$ cat src/rtl/core/assert_macros.svh
// Assertion macros shared by the arithmetic unit RTL.
// Each macro expects a clock named i_clk and an active-low reset i_rst_n in scope.
`ifndef ASSERT_MACROS_SVH
`define ASSERT_MACROS_SVH

// Check a property on every rising clock edge outside reset.
`define ASSERT_CLK(label, prop, msg) \
    label: assert property (@(posedge i_clk) disable iff (!i_rst_n) prop) else $error(msg);

// Check a property on every rising clock edge, reset included.
`define ASSERT_ALWAYS(label, prop, msg) \
    label: assert property (@(posedge i_clk) prop) else $error(msg);

`endif

$ cat src/rtl/core/gf2n_pkg.sv
// ----------------------------------------------------------------------------
// gf2n_pkg
// Shared types, codes and field arithmetic for the GF(2^n) arithmetic unit.
// ----------------------------------------------------------------------------
`default_nettype none

package gf2n_pkg;

    typedef enum logic [1:0] {
        CMD_MUL = 2'd0,
        CMD_INV = 2'd1,
        CMD_POW = 2'd2
    } t_cmd;

    typedef enum logic [1:0] {
        FIELD_8  = 2'd0,
        FIELD_16 = 2'd1,
        FIELD_32 = 2'd2
    } t_field;

    // Low-order terms of the reduction polynomials (leading x^n dropped)
    localparam logic [12:0] POLY8  = 13'h001B;
    localparam logic [12:0] POLY16 = 13'h100B;
    localparam logic [12:0] POLY32 = 13'h008D;

    typedef struct packed {
        logic load;
        logic mul_step;
        logic sqr_step;
        logic out_load;
    } t_dp_cmd;

    typedef struct packed {
        logic exp_init_zero;
        logic exp_last;
    } t_dp_status;

    function automatic logic [31:0] field_mask(logic [1:0] f);
        logic [31:0] m;
        case (f)
            FIELD_8:  m = 32'h0000_00FF;
            FIELD_16: m = 32'h0000_FFFF;
            FIELD_32: m = 32'hFFFF_FFFF;
            default:  m = 32'h0000_0000;
        endcase
        return m;
    endfunction

    function automatic logic [63:0] clmul32(logic [31:0] a, logic [31:0] b);
        logic [63:0] acc;
        acc = '0;
        for (int i = 0; i < 32; i++) begin
            if (b[i]) begin
                acc = acc ^ ({32'b0, a} << i);
            end
        end
        return acc;
    endfunction

    function automatic logic [44:0] clmul_poly(logic [31:0] x, logic [12:0] y);
        logic [44:0] acc;
        acc = '0;
        for (int i = 0; i < 13; i++) begin
            if (y[i]) begin
                acc = acc ^ ({13'b0, x} << i);
            end
        end
        return acc;
    endfunction

    // Field multiply of two masked elements: carry-less product, then fold
    // the high half back through the polynomial until it vanishes.
    function automatic logic [31:0] fmul(logic [31:0] a, logic [31:0] b, logic [1:0] f);
        logic [63:0] p;
        logic [31:0] r;
        p = clmul32(a, b);
        r = '0;
        case (f)
            FIELD_8: begin
                for (int i = 0; i < 2; i++) begin
                    p = (p & 64'h0000_0000_0000_00FF) ^ {19'b0, clmul_poly(p[39:8], POLY8)};
                end
                r = p[31:0];
            end
            FIELD_16: begin
                for (int i = 0; i < 4; i++) begin
                    p = (p & 64'h0000_0000_0000_FFFF) ^ {19'b0, clmul_poly(p[47:16], POLY16)};
                end
                r = p[31:0];
            end
            FIELD_32: begin
                for (int i = 0; i < 2; i++) begin
                    p = (p & 64'h0000_0000_FFFF_FFFF) ^ {19'b0, clmul_poly(p[63:32], POLY32)};
                end
                r = p[31:0];
            end
            default: r = '0;
        endcase
        return r;
    endfunction

endpackage

`default_nettype wire

$ cat src/rtl/core/gf2n_if.sv
// ----------------------------------------------------------------------------
// gf2n_in_if / gf2n_out_if
// Valid/ready channels carrying operation words and result words.
// ----------------------------------------------------------------------------
`default_nettype none

interface gf2n_in_if;
    logic        valid;
    logic        ready;
    logic [1:0]  cmd;
    logic [31:0] operand_a;
    logic [31:0] operand_b;

    modport source (output valid, output cmd, output operand_a, output operand_b,
                    input ready);
    modport sink   (input valid, input cmd, input operand_a, input operand_b,
                    output ready);
endinterface

interface gf2n_out_if;
    logic        valid;
    logic        ready;
    logic [31:0] result;

    modport source (output valid, output result, input ready);
    modport sink   (input valid, input result, output ready);
endinterface

`default_nettype wire

$ cat src/rtl/core/gf2n_arith_unit_core.sv
// ----------------------------------------------------------------------------
// gf2n_arith_unit_core
// Multiply, inverse and power over GF(2^8), GF(2^16) or GF(2^32).
// ----------------------------------------------------------------------------
// One word is worked on at a time. A single field multiplier, one full
// multiply per cycle, is shared between the multiply and squaring steps of
// square-and-multiply, so the exponent length L (index of its top set bit
// plus one) sets the time: after acceptance the unit makes L multiply steps
// with a squaring step between each two, then loads the result; multiply
// runs as a one-bit exponent. A zero exponent, an unused command or an
// unused field code skips the steps. The finished result
// sits in an output register, so the next word is accepted while it waits.
// field_size may only be written while the unit is idle.
`default_nettype none

`include "assert_macros.svh"

module gf2n_arith_unit_core (
    input  wire logic       i_clk,
    input  wire logic       i_rst_n,
    input  wire logic       i_cfg_wr_en,
    input  wire logic [1:0] i_cfg_wr_data,
    gf2n_in_if.sink         i_in,
    gf2n_out_if.source      o_out
);

    logic [1:0]           r_field;
    gf2n_pkg::t_dp_cmd    dp_cmd;
    gf2n_pkg::t_dp_status dp_status;

    always_ff @(posedge i_clk) begin
        if (!i_rst_n) begin
            r_field <= gf2n_pkg::FIELD_8;
        end else if (i_cfg_wr_en) begin
            r_field <= i_cfg_wr_data;
        end
    end

    gf2n_ctrl u_ctrl (
        .i_clk       (i_clk),
        .i_rst_n     (i_rst_n),
        .i_in_valid  (i_in.valid),
        .o_in_ready  (i_in.ready),
        .o_out_valid (o_out.valid),
        .i_out_ready (o_out.ready),
        .i_status    (dp_status),
        .o_cmd       (dp_cmd)
    );

    gf2n_dp u_dp (
        .i_clk       (i_clk),
        .i_cmd       (dp_cmd),
        .i_field     (r_field),
        .i_op        (i_in.cmd),
        .i_operand_a (i_in.operand_a),
        .i_operand_b (i_in.operand_b),
        .o_status    (dp_status),
        .o_result    (o_out.result)
    );

    `ASSERT_CLK(a_busy_after_accept, i_in.valid && i_in.ready |=> !i_in.ready,
        "word accepted while previous one still in flight")
    `ASSERT_CLK(a_gf8_upper_zero,
        o_out.valid && r_field == gf2n_pkg::FIELD_8 |-> o_out.result[31:8] == 24'd0,
        "GF(2^8) result has bits above field width")
    `ASSERT_CLK(a_gf16_upper_zero,
        o_out.valid && r_field == gf2n_pkg::FIELD_16 |-> o_out.result[31:16] == 16'd0,
        "GF(2^16) result has bits above field width")

endmodule

`default_nettype wire

$ cat src/rtl/core/gf2n_ctrl.sv
// ----------------------------------------------------------------------------
// gf2n_ctrl
// Sequencer for square-and-multiply: steps the shared multiplier and owns
// the input and output handshakes.
// ----------------------------------------------------------------------------
`default_nettype none

`include "assert_macros.svh"

module gf2n_ctrl (
    input  wire logic                  i_clk,
    input  wire logic                  i_rst_n,
    input  wire logic                  i_in_valid,
    output logic                       o_in_ready,
    output logic                       o_out_valid,
    input  wire logic                  i_out_ready,
    input  wire gf2n_pkg::t_dp_status  i_status,
    output gf2n_pkg::t_dp_cmd          o_cmd
);

    typedef enum logic [1:0] {
        S_IDLE,
        S_MUL,
        S_SQR,
        S_DONE
    } t_state;

    t_state r_state, n_state;
    logic   r_in_ready, n_in_ready;
    logic   r_out_valid, n_out_valid;
    logic   out_free;

    assign out_free = !r_out_valid || i_out_ready;

    always_comb begin
        o_cmd.load     = i_in_valid && r_in_ready;
        o_cmd.mul_step = (r_state == S_MUL);
        o_cmd.sqr_step = (r_state == S_SQR);
        o_cmd.out_load = (r_state == S_DONE) && out_free;
    end

    always_comb begin
        n_state = r_state;
        case (r_state)
            S_IDLE: begin
                if (o_cmd.load) begin
                    n_state = i_status.exp_init_zero ? S_DONE : S_MUL;
                end
            end
            S_MUL: n_state = i_status.exp_last ? S_DONE : S_SQR;
            S_SQR: n_state = S_MUL;
            S_DONE: begin
                // hold until the output register can take the word
                if (out_free) begin
                    n_state = S_IDLE;
                end
            end
            default: n_state = S_IDLE;
        endcase
        n_in_ready = (n_state == S_IDLE);
        if (o_cmd.out_load) begin
            n_out_valid = 1'b1;
        end else if (i_out_ready) begin
            n_out_valid = 1'b0;
        end else begin
            n_out_valid = r_out_valid;
        end
    end

    always_ff @(posedge i_clk) begin
        if (!i_rst_n) begin
            r_state     <= S_IDLE;
            r_in_ready  <= 1'b1;
            r_out_valid <= 1'b0;
        end else begin
            r_state     <= n_state;
            r_in_ready  <= n_in_ready;
            r_out_valid <= n_out_valid;
        end
    end

    assign o_in_ready  = r_in_ready;
    assign o_out_valid = r_out_valid;

    `ASSERT_CLK(a_ready_only_idle, r_in_ready |-> r_state == S_IDLE,
        "input ready outside idle")
    `ASSERT_CLK(a_sqr_follows_mul, r_state == S_SQR |-> $past(r_state) == S_MUL,
        "squaring step not preceded by a multiply step")
    `ASSERT_CLK(a_zero_exp_done, o_cmd.load && i_status.exp_init_zero |=> r_state == S_DONE,
        "zero exponent did not finish at once")

endmodule

`default_nettype wire

$ cat src/rtl/core/gf2n_dp.sv
// ----------------------------------------------------------------------------
// gf2n_dp
// Accumulator, base and exponent registers around one shared field
// multiplier, plus the result register.
// ----------------------------------------------------------------------------
`default_nettype none

module gf2n_dp (
    input  wire logic                 i_clk,
    input  wire gf2n_pkg::t_dp_cmd    i_cmd,
    input  wire logic [1:0]           i_field,
    input  wire logic [1:0]           i_op,
    input  wire logic [31:0]          i_operand_a,
    input  wire logic [31:0]          i_operand_b,
    output gf2n_pkg::t_dp_status      o_status,
    output logic [31:0]               o_result
);

    logic [31:0] r_acc, n_acc;
    logic [31:0] r_base, n_base;
    logic [31:0] r_exp, n_exp;
    logic [31:0] r_result;
    logic [31:0] mask;
    logic [31:0] mul_x;
    logic [31:0] prod;
    logic [31:0] init_acc, init_base, init_exp;
    logic        field_ok;

    assign mask     = gf2n_pkg::field_mask(i_field);
    assign field_ok = (i_field == gf2n_pkg::FIELD_8) || (i_field == gf2n_pkg::FIELD_16)
                   || (i_field == gf2n_pkg::FIELD_32);

    // Multiply runs as a one-bit exponent with the first factor preloaded.
    always_comb begin
        init_acc  = 32'd1;
        init_base = i_operand_a & mask;
        init_exp  = '0;
        case (i_op)
            gf2n_pkg::CMD_MUL: begin
                init_acc  = i_operand_a & mask;
                init_base = i_operand_b & mask;
                init_exp  = 32'd1;
            end
            gf2n_pkg::CMD_INV: init_exp = mask - 32'd1;
            gf2n_pkg::CMD_POW: init_exp = i_operand_b;
            default: begin
                init_acc = '0;
                init_exp = '0;
            end
        endcase
        if (!field_ok) begin
            init_acc = '0;
            init_exp = '0;
        end
    end

    assign mul_x = i_cmd.sqr_step ? r_base : r_acc;
    assign prod  = gf2n_pkg::fmul(mul_x, r_base, i_field);

    always_comb begin
        n_acc  = r_acc;
        n_base = r_base;
        n_exp  = r_exp;
        if (i_cmd.load) begin
            n_acc  = init_acc;
            n_base = init_base;
            n_exp  = init_exp;
        end else if (i_cmd.mul_step) begin
            if (r_exp[0]) begin
                n_acc = prod;
            end
            n_exp = {1'b0, r_exp[31:1]};
        end else if (i_cmd.sqr_step) begin
            n_base = prod;
        end
    end

    always_ff @(posedge i_clk) begin
        r_acc  <= n_acc;
        r_base <= n_base;
        r_exp  <= n_exp;
        if (i_cmd.out_load) begin
            r_result <= r_acc;
        end
    end

    assign o_status.exp_init_zero = (init_exp == '0);
    assign o_status.exp_last      = (r_exp[31:1] == '0);
    assign o_result               = r_result;

endmodule

`default_nettype wire
$ cat src/flat_wrapper.sv
// flat-port wrapper written by rule: the top's interface ports become plain ports
module gf2n_arith_unit_core_flat 
  (i_clk, i_rst_n, i_cfg_wr_en, i_cfg_wr_data, i_in_valid, i_in_cmd, i_in_operand_a, i_in_operand_b, i_in_ready, o_out_valid, o_out_result, o_out_ready);
  gf2n_in_if i_in_i ();
  gf2n_out_if o_out_i ();
  input  wire logic i_clk;
  input  wire logic i_rst_n;
  input  wire logic i_cfg_wr_en;
  input  wire logic [1:0] i_cfg_wr_data;
  input wire logic [$bits(i_in_i.valid)-1:0] i_in_valid;
  input wire logic [$bits(i_in_i.cmd)-1:0] i_in_cmd;
  input wire logic [$bits(i_in_i.operand_a)-1:0] i_in_operand_a;
  input wire logic [$bits(i_in_i.operand_b)-1:0] i_in_operand_b;
  output wire logic [$bits(i_in_i.ready)-1:0] i_in_ready;
  output wire logic [$bits(o_out_i.valid)-1:0] o_out_valid;
  output wire logic [$bits(o_out_i.result)-1:0] o_out_result;
  input wire logic [$bits(o_out_i.ready)-1:0] o_out_ready;
  assign i_in_i.valid = i_in_valid;
  assign i_in_i.cmd = i_in_cmd;
  assign i_in_i.operand_a = i_in_operand_a;
  assign i_in_i.operand_b = i_in_operand_b;
  assign i_in_ready = i_in_i.ready;
  assign o_out_valid = o_out_i.valid;
  assign o_out_result = o_out_i.result;
  assign o_out_i.ready = o_out_ready;
  gf2n_arith_unit_core u_core (.i_clk(i_clk), .i_rst_n(i_rst_n), .i_cfg_wr_en(i_cfg_wr_en), .i_cfg_wr_data(i_cfg_wr_data), .i_in(i_in_i), .o_out(o_out_i));
endmodule
$ cat config.mk
export PLATFORM = sky130hd
export DESIGN_NAME = gf2n_arith_unit_core_flat
export DESIGN_NICKNAME = d
export VERILOG_FILES = /design/src/rtl/core/gf2n_pkg.sv /design/src/rtl/core/gf2n_if.sv /design/src/rtl/core/gf2n_arith_unit_core.sv /design/src/rtl/core/gf2n_ctrl.sv /design/src/rtl/core/gf2n_dp.sv /design/src/flat_wrapper.sv
export VERILOG_INCLUDE_DIRS = /design/src /design/src/rtl/core
export SDC_FILE = /design/constraint.sdc
export NUM_CORES = 1
export LEC_CHECK = 0
export BUFFER_PORTS_ARGS = -buffer_cell sky130_fd_sc_hd__buf_2
export CAP_MARGIN = 20
export CORE_MARGIN = 4
export CORE_UTILIZATION = 28
export DETAILED_ROUTE_END_ITERATION = 8
export GPL_TIMING_DRIVEN = 0
export PLACE_DENSITY = 0.45
export SLEW_MARGIN = 25
export SYNTH_ARGS = -nofsm -noshare
export SYNTH_HDL_FRONTEND = slang
export SYNTH_SLANG_ARGS = --single-unit
$ cat constraint.sdc
create_clock -name i_clk -period 6.5 [get_ports i_clk]
set_input_delay 0.975 -clock i_clk [delete_from_list [all_inputs] [get_ports i_clk]]
set_output_delay 0.975 -clock i_clk [all_outputs]
set_load 0.005 [all_outputs]
==> flow_results.org, run 1 <==
** Run status
- The run finished, with violations left.
- The final reports fail on negative setup slack.

** GRT
- Remaining Overflow, GRT :: 0
- Entering global routing, the biggest net connects 33 pins.
- Number of antenna violations at the first check in global routing :: 5
- Vias in the first global route :: 22481
- Global-route wire length before repair :: 175 mm
- Overall track demand over capacity in global routing :: 25.7%

** Placement
- Input and output buffers added on the ports amount to 106.
- At the end of routability-driven placement, the weighted congestion stood at 0.952.
- Summing all placed instances gives a cell area of 0.0275 mm².
- In this run, placement finished with an instance count of 4501.
- Half-perimeter wire length after placement :: 93.0 mm

** Drt
- Summed over all nets, wire length on met3 after detailed routing comes to 11.3 mm.
- After detailed routing, the number of remaining DRC violations is 0.
- Uppermost layer routed :: met4
- Total iterations of the first detailed-routing run :: 6
- For this block, the initial DRC count from the detailed router was 2961.
- Overall routed net length :: 126 mm
- Post-Route M1 WL :: 52.3 mm
- Antenna viol nets, final :: 0
- Detailed routing placed a total of 56.2 mm of wire on met2.
- Vias per std cell :: 5.20
- In the final routed layout, each cell accounts on average for 27.8 µm.
- Total via count in the routed design :: 23519

** Synth
- Register area share after synthesis :: 15.6%
- Flip-flop and latch count after synthesis :: 134
- In this run, distinct cell masters in the synthesized netlist total 63.
- Most common flop cell mapped by yosys :: sky130_fd_sc_hd__edfxtp_1
- In the synthesized netlist, the number of instances is 3217.
- Counting flops with a built-in enable in the synthesized netlist gives 128.
- Top cells by area, synth :: sky130_fd_sc_hd__xnor2_1 26%, sky130_fd_sc_hd__nand2_1 17%, sky130_fd_sc_hd__edfxtp_1 15%
- Total number of yosys warnings :: 0
- sky130_fd_sc_hd__xnor2_1 takes more of the synthesized area than any other cell.
- The top cell type by area accounts for 25.9% of the synthesized area.
- Post-Synthesis Cell Area :: 0.0254 mm²
- In this run the mean area of a mapped cell was 7.90 µm².
- When the netlist entered floorplanning its net count stood at 3298.
- FFs w/ async S/R, synth :: 0%

** Run
- Max-cap check violation count :: 0

** Min path
- Hold Path Stages :: 0
- Path type of the worst min-delay path :: reg2reg
- The worst hold path terminates at u_core.u_dp.o_result[21]$_DFFE_PP_.
- The startpoint identified for the worst hold timing path is u_core.u_dp.r_acc[21]$_DFFE_PP_.

** Worst setup path
- The worst setup path is launched from a flip-flop.
- For the worst setup path, the data required time is 6.63 ns.
- Element type at the critical path end :: flip-flop
- In this run the critical register-to-register path is captured at u_core.u_dp.r_base[5]$_DFFE_PP_.
- Crit path largest cell delay :: 0.82 ns
- Critical-path cell list :: nand2b_4 -> buf_6 -> mux2_2 -> clkbuf_1 -> buf_2 -> nand2_1 -> xnor2_1 -> xnor2_1 -> xnor2_1 -> xnor3_2 -> xor2_1 -> xor2_1 -> xnor3_1 -> xnor3_1 -> a222oi_1 -> o22ai_1
- Register-to-Register Path Depth :: 16
- The setup check on the worst reg-to-reg path leaves a slack of -0.06 ns.
- In this design, the critical path's most frequently occurring cell is sky130_fd_sc_hd__xnor2_1.
- In this run the worst path has a maximum fanout of 10.
- Setup CP Type :: reg2reg
- Startpoint of the worst register-to-register path :: u_core.u_ctrl.r_state[0]$_SDFF_PN0_
- Counting both buffers and inverters, the worst setup path holds a total of 3.
- The cell family contributing the most delay on the critical path is XOR/XNOR gates.
- The slowest stage of the critical path is the sky130_fd_sc_hd__clkbuf_1 cell.
- Critical Path AT :: 6.69 ns

** STA
- Setup violations remaining at the end of the flow were counted as 3.
- The number of max-slew violations in the final report was 0.
- Min setup slack post-route :: -0.0590 ns
- Worst slew margin :: 25.2%
- The final number of hold-violating endpoints came to 0.
- Setup repair after global routing missed its margin :: no
- Max frequency :: 152 MHz
- Crit share post-route :: 101%
- On the final layout, the worst clock skew is 0.0181 ns.
- In the final timing run, aggregate negative setup slack is -0.139 ns.
- Pin slew with the least headroom to its limit :: 1.12 ns
- After layout, the minimum clock period comes to 6.56 ns.

** Die
- Die footprint :: 0.0956 mm²
- The region available for standard cell placement spans 0.0900 mm².
- Placement Rows :: 110
- Measured along the y axis, the die boundary spans 309 µm.
- From left edge to right edge, the die measures 309 µm.
- Once the floorplan was initialized, standard cells occupied 28.2% of the core.
- For this design the top-level I/O count stands at 107.

** Cells and area
- Leading cell types in the layout, fill and taps excluded :: 1133 x sky130_fd_sc_hd__nand2_1, 745 x sky130_fd_sc_hd__xnor2_1, 281 x sky130_fd_sc_hd__xor2_1
- Count of non-filler cells in the finished layout :: 4527
- Relative to the synthesized area, the layout overhead comes to 11.2%.
- Fraction of layout cells with a size suffix above 1 :: 10.6%
- Final Core Density :: 31.4%
- After routing the design area is 0.0282 mm².
- Leaving out fill and tap cells, the most frequent cell in the layout is sky130_fd_sc_hd__nand2_1.
- At the end of the flow, the number of nets in the layout was 3416.

** Clocking
- Later-pin clock latency in the skew report :: 0.43 ns
- The H-tree was split into 4 levels.
- CTS sink count :: 134
- Worst-path clk slew :: 0.07 ns
- The root buffer cell chosen for the clock tree is sky130_fd_sc_hd__clkbuf_16.
- The longest clock path from root to sink contains 2 buffers.
- TritonCTS built the clock tree.
- The number of clock buffers added by TritonCTS is 17.
cells in the mapped netlist, types with 4 or more instances:
cell	number
sky130_fd_sc_hd__mux2i_1	41
sky130_fd_sc_hd__edfxtp_1	128
sky130_fd_sc_hd__inv_1	18
sky130_fd_sc_hd__xnor2_2	13
sky130_fd_sc_hd__nand2_1	1135
sky130_fd_sc_hd__nor2_1	52
sky130_fd_sc_hd__nand2b_1	7
sky130_fd_sc_hd__xnor3_2	10
sky130_fd_sc_hd__xor2_1	284
sky130_fd_sc_hd__ha_1	8
sky130_fd_sc_hd__o21ai_1	10
sky130_fd_sc_hd__buf_2	47
sky130_fd_sc_hd__xnor2_4	4
sky130_fd_sc_hd__a222oi_1	10
sky130_fd_sc_hd__xor3_1	8
sky130_fd_sc_hd__dfxtp_1	6
sky130_fd_sc_hd__nand4b_1	14
sky130_fd_sc_hd__a22oi_1	10
sky130_fd_sc_hd__xnor3_1	128
sky130_fd_sc_hd__a2111oi_0	4
sky130_fd_sc_hd__nand3_1	10
sky130_fd_sc_hd__buf_1	52
sky130_fd_sc_hd__mux2_4	5
sky130_fd_sc_hd__buf_6	9
sky130_fd_sc_hd__nor2b_1	6
sky130_fd_sc_hd__o31ai_1	10
sky130_fd_sc_hd__clkbuf_1	150
sky130_fd_sc_hd__a21o_1	16
sky130_fd_sc_hd__buf_4	13
sky130_fd_sc_hd__a21oi_1	54
sky130_fd_sc_hd__o21ai_0	80
sky130_fd_sc_hd__o22ai_1	16
sky130_fd_sc_hd__nor4_1	15
sky130_fd_sc_hd__a31oi_1	9
sky130_fd_sc_hd__nand4_1	5
sky130_fd_sc_hd__xnor2_1	750
sky130_fd_sc_hd__or2_2	4
sky130_fd_sc_hd__mux2_2	23
sky130_fd_sc_hd__o21bai_1	15
final cells by class:
cell class,count,area (µm²)
fillers,9836,61800
clock buffers,17,425
inverters,20,75.1
clock inverters,15,178
well taps,1176,1470
multi-input cells,2792,20300
repair buffers,113,628
flip-flops and latches,134,3960
diodes,3,7.51
plain buffers,257,1220
per-layer routing:
layer,global-route usage [%],vias up
met3,4.46,275
met5,0,-
met2,40.6,1313
li1,-,10454
met4,10.9,0
met1,34.6,11477
how the worst max path moves through the flow:
stage	cells past startpoint	endpoint	slack [ns]	startpoint
global route	15	u_core.u_dp.r_base[3]$_DFFE_PP_	0.001	u_core.u_dp.r_base[14]$_DFFE_PP_
detailed placement	17	u_core.u_dp.r_base[3]$_DFFE_PP_	-0.50	u_core.u_dp.r_base[18]$_DFFE_PP_
CTS	13	u_core.u_dp.r_base[5]$_DFFE_PP_	0.009	u_core.u_dp.r_acc[0]$_DFFE_PP_
finish	16	u_core.u_dp.r_base[5]$_DFFE_PP_	-0.06	u_core.u_ctrl.r_state[0]$_SDFF_PN0_
floorplan	16	u_core.u_dp.r_base[2]$_DFFE_PP_	1.86	u_core.u_ctrl.r_state[1]$_SDFF_PN0_
global placement	17	u_core.u_dp.r_base[3]$_DFFE_PP_	-0.54	u_core.u_dp.r_base[18]$_DFFE_PP_
cell families after synthesis:
logic type,synth area share [%]
AOI/OAI and AO/OA,6.01
xor gates and xnor gates,50.3
adders and majority gates,0.394
buffers and inverters,4.99
DFF,15.6
muxes,3.12
and+or+nand+nor,19.5
timing repair:
item,4_1_cts,5_1_grt
gates resized for setup,30,41
setup endpoints to repair,16,10
hold buffers,0,0
pin swaps,1,0
setup buffers,1,4
cloned,0,0
flip-flops by register name, summed over array words and instances, names as in the netlist:
| name | cells |
|---|---|
| u_core.u_dp.r_acc | 32 |
| u_core.u_ctrl.o_out_valid | 1 |
| u_core.u_dp.r_base | 32 |
| u_core.r_field | 2 |
| u_core.u_dp.o_result | 32 |
| u_core.u_dp.r_exp | 32 |
| u_core.u_ctrl.o_in_ready | 1 |
| u_core.u_ctrl.r_state | 2 |
per-stage QoR:
step	hold WS [ns]	worst slack [ns]
floorplan	0.424	1.86
global placement	0.435	-0.545
detailed placement	0.444	-0.495
CTS	0.465	0.00854
global route	0.485	0.00108
finish	0.467	-0.0590
Power of run 1 is not shown: default switching activity piles up to over one toggle a cycle in this logic, so the estimate is an artifact.
==> run 2: changes to the inputs <==
- SETUP_SLACK_MARGIN: unset -> 0.2
==> flow_results.org, run 2 (same netlist as run 1, synthesis figures left out) <==
** GRT
- The number of global-route vias before repair came to 22529.
- Largest net degree at the start of global routing :: 33
- Overall track demand over capacity in global routing :: 25.8%
- The first global-routing pass estimated 176 mm of wire.
- The initial antenna violation count is 6.
- Remaining Overflow, GRT :: 0

** STA
- Setup repair after global routing could not meet its margin everywhere.
- The number of max-slew violations in the final report is 0.
- The worst pin sits at a relative slew slack of 20.8%.
- Final critical-path required period :: 6.48 ns
- Clock Skew :: 0.0126 ns
- Min setup slack post-route :: 0.0170 ns
- Setup violations remaining at the end of the flow were counted as 0.
- The final number of hold-violating endpoints came to 0.
- Static timing analysis puts the maximum clock frequency at 154 MHz.
- The worst path uses 99.7% of the clock period.
- Pin slew with the least headroom to its limit :: 1.19 ns

** Die
- Starting Density :: 28.2%
- # IOs :: 107
- The die is 309 µm tall.
- Core region area :: 0.0900 mm²
- Die footprint :: 0.0956 mm²
- From left edge to right edge, the die measures 309 µm.
- After floorplanning, the core was divided into 110 placement rows.

** Drt
- Overall routed net length :: 126 mm
- Routed signal wires occupy layers up through met5.
- Vias per std cell :: 5.20
- The pre-antenna-repair detailed-routing pass consisted of 5 iterations.
- Wire length on met3 :: 11.5 mm
- After detailed routing, the number of remaining DRC violations is 0.
- Total via count in the routed design :: 23639
- After detailed routing, the met2 layer carries 56.2 mm of wire.
- Number of DRC markers in iteration 0 :: 2934
- Average detailed-routed wire length per instance :: 27.8 µm
- Post-Route M1 WL :: 52.5 mm
- The detail route stage leaves a number of antenna-violating nets equal to 0.

** Worst setup path
- The endpoint identified for the worst register-to-register timing path is u_core.u_dp.r_base[5]$_DFFE_PP_.
- Register-to-Register Path Depth :: 16
- Top fanout value on the critical path :: 10
- Slowest cell on the critical path :: sky130_fd_sc_hd__buf_1
- Crit path largest cell delay :: 0.77 ns
- CP startpoint kind :: flip-flop
- For the worst setup path, the data required time is 6.63 ns.
- The worst setup path is captured at a flip-flop.
- Startpoint of the worst register-to-register path :: u_core.u_ctrl.r_state[0]$_SDFF_PN0_
- Setup CP Type :: reg2reg
- Worst reg-to-reg setup slack :: 0.02 ns
- The critical path goes through nand2b_4 -> buf_6 -> buf_6 -> mux2_2 -> buf_1 -> nand2_1 -> xnor2_1 -> xnor2_1 -> xnor2_1 -> xnor3_1 -> xor3_1 -> xor2_1 -> xnor3_1 -> xnor3_1 -> a222oi_1 -> o22ai_1.
- For the worst setup path, the data arrival time is 6.61 ns.

** Clocking
- TritonCTS built the clock tree.
- At the later pin of the worst-skew pair, clock insertion delay measures 0.43 ns.
- The tree is rooted in a sky130_fd_sc_hd__clkbuf_16.
- CTS sink count :: 134
- Deepest level of the CTS H-tree :: 4
- Post-CTS Hold Fix Bufs :: 0
- Largest buffer count on any clock path :: 2
- TritonCTS Buffers :: 17
- After clock tree synthesis, the clock-pin slew on the worst setup and hold paths is 0.07 ns.

** Placement
- Number of buffers added on ports :: 106
- Routability-driven placement finished with a final weighted congestion of 0.952.
- Once detailed placement completed, the half-perimeter wirelength came to 93.0 mm.
- Minimum setup slack after placement :: -0.495 ns

** Min path
- Startpoint of the tightest hold check path :: u_core.u_dp.r_acc[25]$_DFFE_PP_
- Endpoint with the worst hold slack :: u_core.u_dp.o_result[25]$_DFFE_PP_
- Hold Path Stages :: 0
- Path type of the worst min-delay path :: reg2reg

** Cells and area
- The library cells used most frequently in the layout, excluding fill and tap cells, are 1133 x sky130_fd_sc_hd__nand2_1, 744 x sky130_fd_sc_hd__xnor2_1, 281 x sky130_fd_sc_hd__xor2_1.
- Leaving out fill and tap cells, the most frequent cell in the layout is sky130_fd_sc_hd__nand2_1.
- Signed area change from the synthesized netlist to the final layout :: 11.6%
- In the final layout, the share of cells above drive strength 1 is 11.0%.
- For this run, the post-layout net count is 3431.
- Fillers :: 9848

** Run status
- The flow ran to the end, and the final reports show no timing, DRC or antenna violations.

** Run
- The tool flagged a number of max-cap violations equal to 0.
==> run 2: cell count changes in the layout (fill, tap and decap cells not counted), sizes merged <==
cell and delta:
buf +4, clkbuf +9, clkdlybuf4s15 +2, diode +1
==> run 2: worst max path at each step <==
stage,startpoint,endpoint,slack (ns),cells after the start
final,u_core.u_ctrl.r_state[0]$_SDFF_PN0_,u_core.u_dp.r_base[5]$_DFFE_PP_,0.02,16
after global routing,u_core.u_ctrl.r_state[0]$_SDFF_PN0_,u_core.u_dp.r_base[5]$_DFFE_PP_,0.08,16
after CTS,u_core.u_dp.r_base[18]$_DFFE_PP_,u_core.u_dp.r_base[5]$_DFFE_PP_,0.13,15
after detailed placement,u_core.u_dp.r_base[18]$_DFFE_PP_,u_core.u_dp.r_base[3]$_DFFE_PP_,-0.50,17
after global placement,u_core.u_dp.r_base[18]$_DFFE_PP_,u_core.u_dp.r_base[3]$_DFFE_PP_,-0.54,17
after floorplan,u_core.u_ctrl.r_state[1]$_SDFF_PN0_,u_core.u_dp.r_base[2]$_DFFE_PP_,1.86,16
==> run 2: routing by layer <==
layer	track usage, %	vias up
met1	34.6	11611
met3	4.82	268
met2	40.3	1259
met4	11.6	2
met5	0	-
li1	-	10499
==> run 2: layout make-up <==
cell class	count	area (µm²)	share of cell area [%]
buffer	270	1290	4.56
tap	1176	1470	5.19
clock inverter	15	178	0.627
timing repair buffer	115	634	2.24
sequential	134	3960	14.0
clock buffer	17	425	1.50
antenna	4	10.0	0.0353
inverter	20	75.1	0.265
multi-input combinational	2792	20300	71.6
==> run 2: through the flow <==
stage          setup TNS, ns  util (%)  hold slack, ns  instance area [µm²]  instances
6_report                   0      31.5           0.455                28300       4543
5_1_grt                    0      31.5           0.473                28300       4542
4_1_cts                    0      31.4           0.458                28200       4538
3_5_place_dp           -3.84      30.5           0.444                27500       4501
3_3_place_gp           -5.15      30.5           0.435                27400       4499
2_1_floorplan              0         -           0.424                25400       3217
==> run 2: worst max-delay path, delay by kind of cell (launching register included) <==
family	cells	cell delay, ns
AOI/OAI and AO/OA	2	0.88
xor gates and xnor gates	8	2.98
buffers and inverters	3	1.16
DFF	1	0.47
muxes	1	0.28
and+or+nand+nor	2	0.37
==> run 2: timing repair <==
action                     4_1_cts  5_1_grt
pin swaps                        3        1
setup endpoints to repair       30       16
buffers inserted                 5        1
gates resized for setup         44       48
Power of run 2 is left out for the same reason.
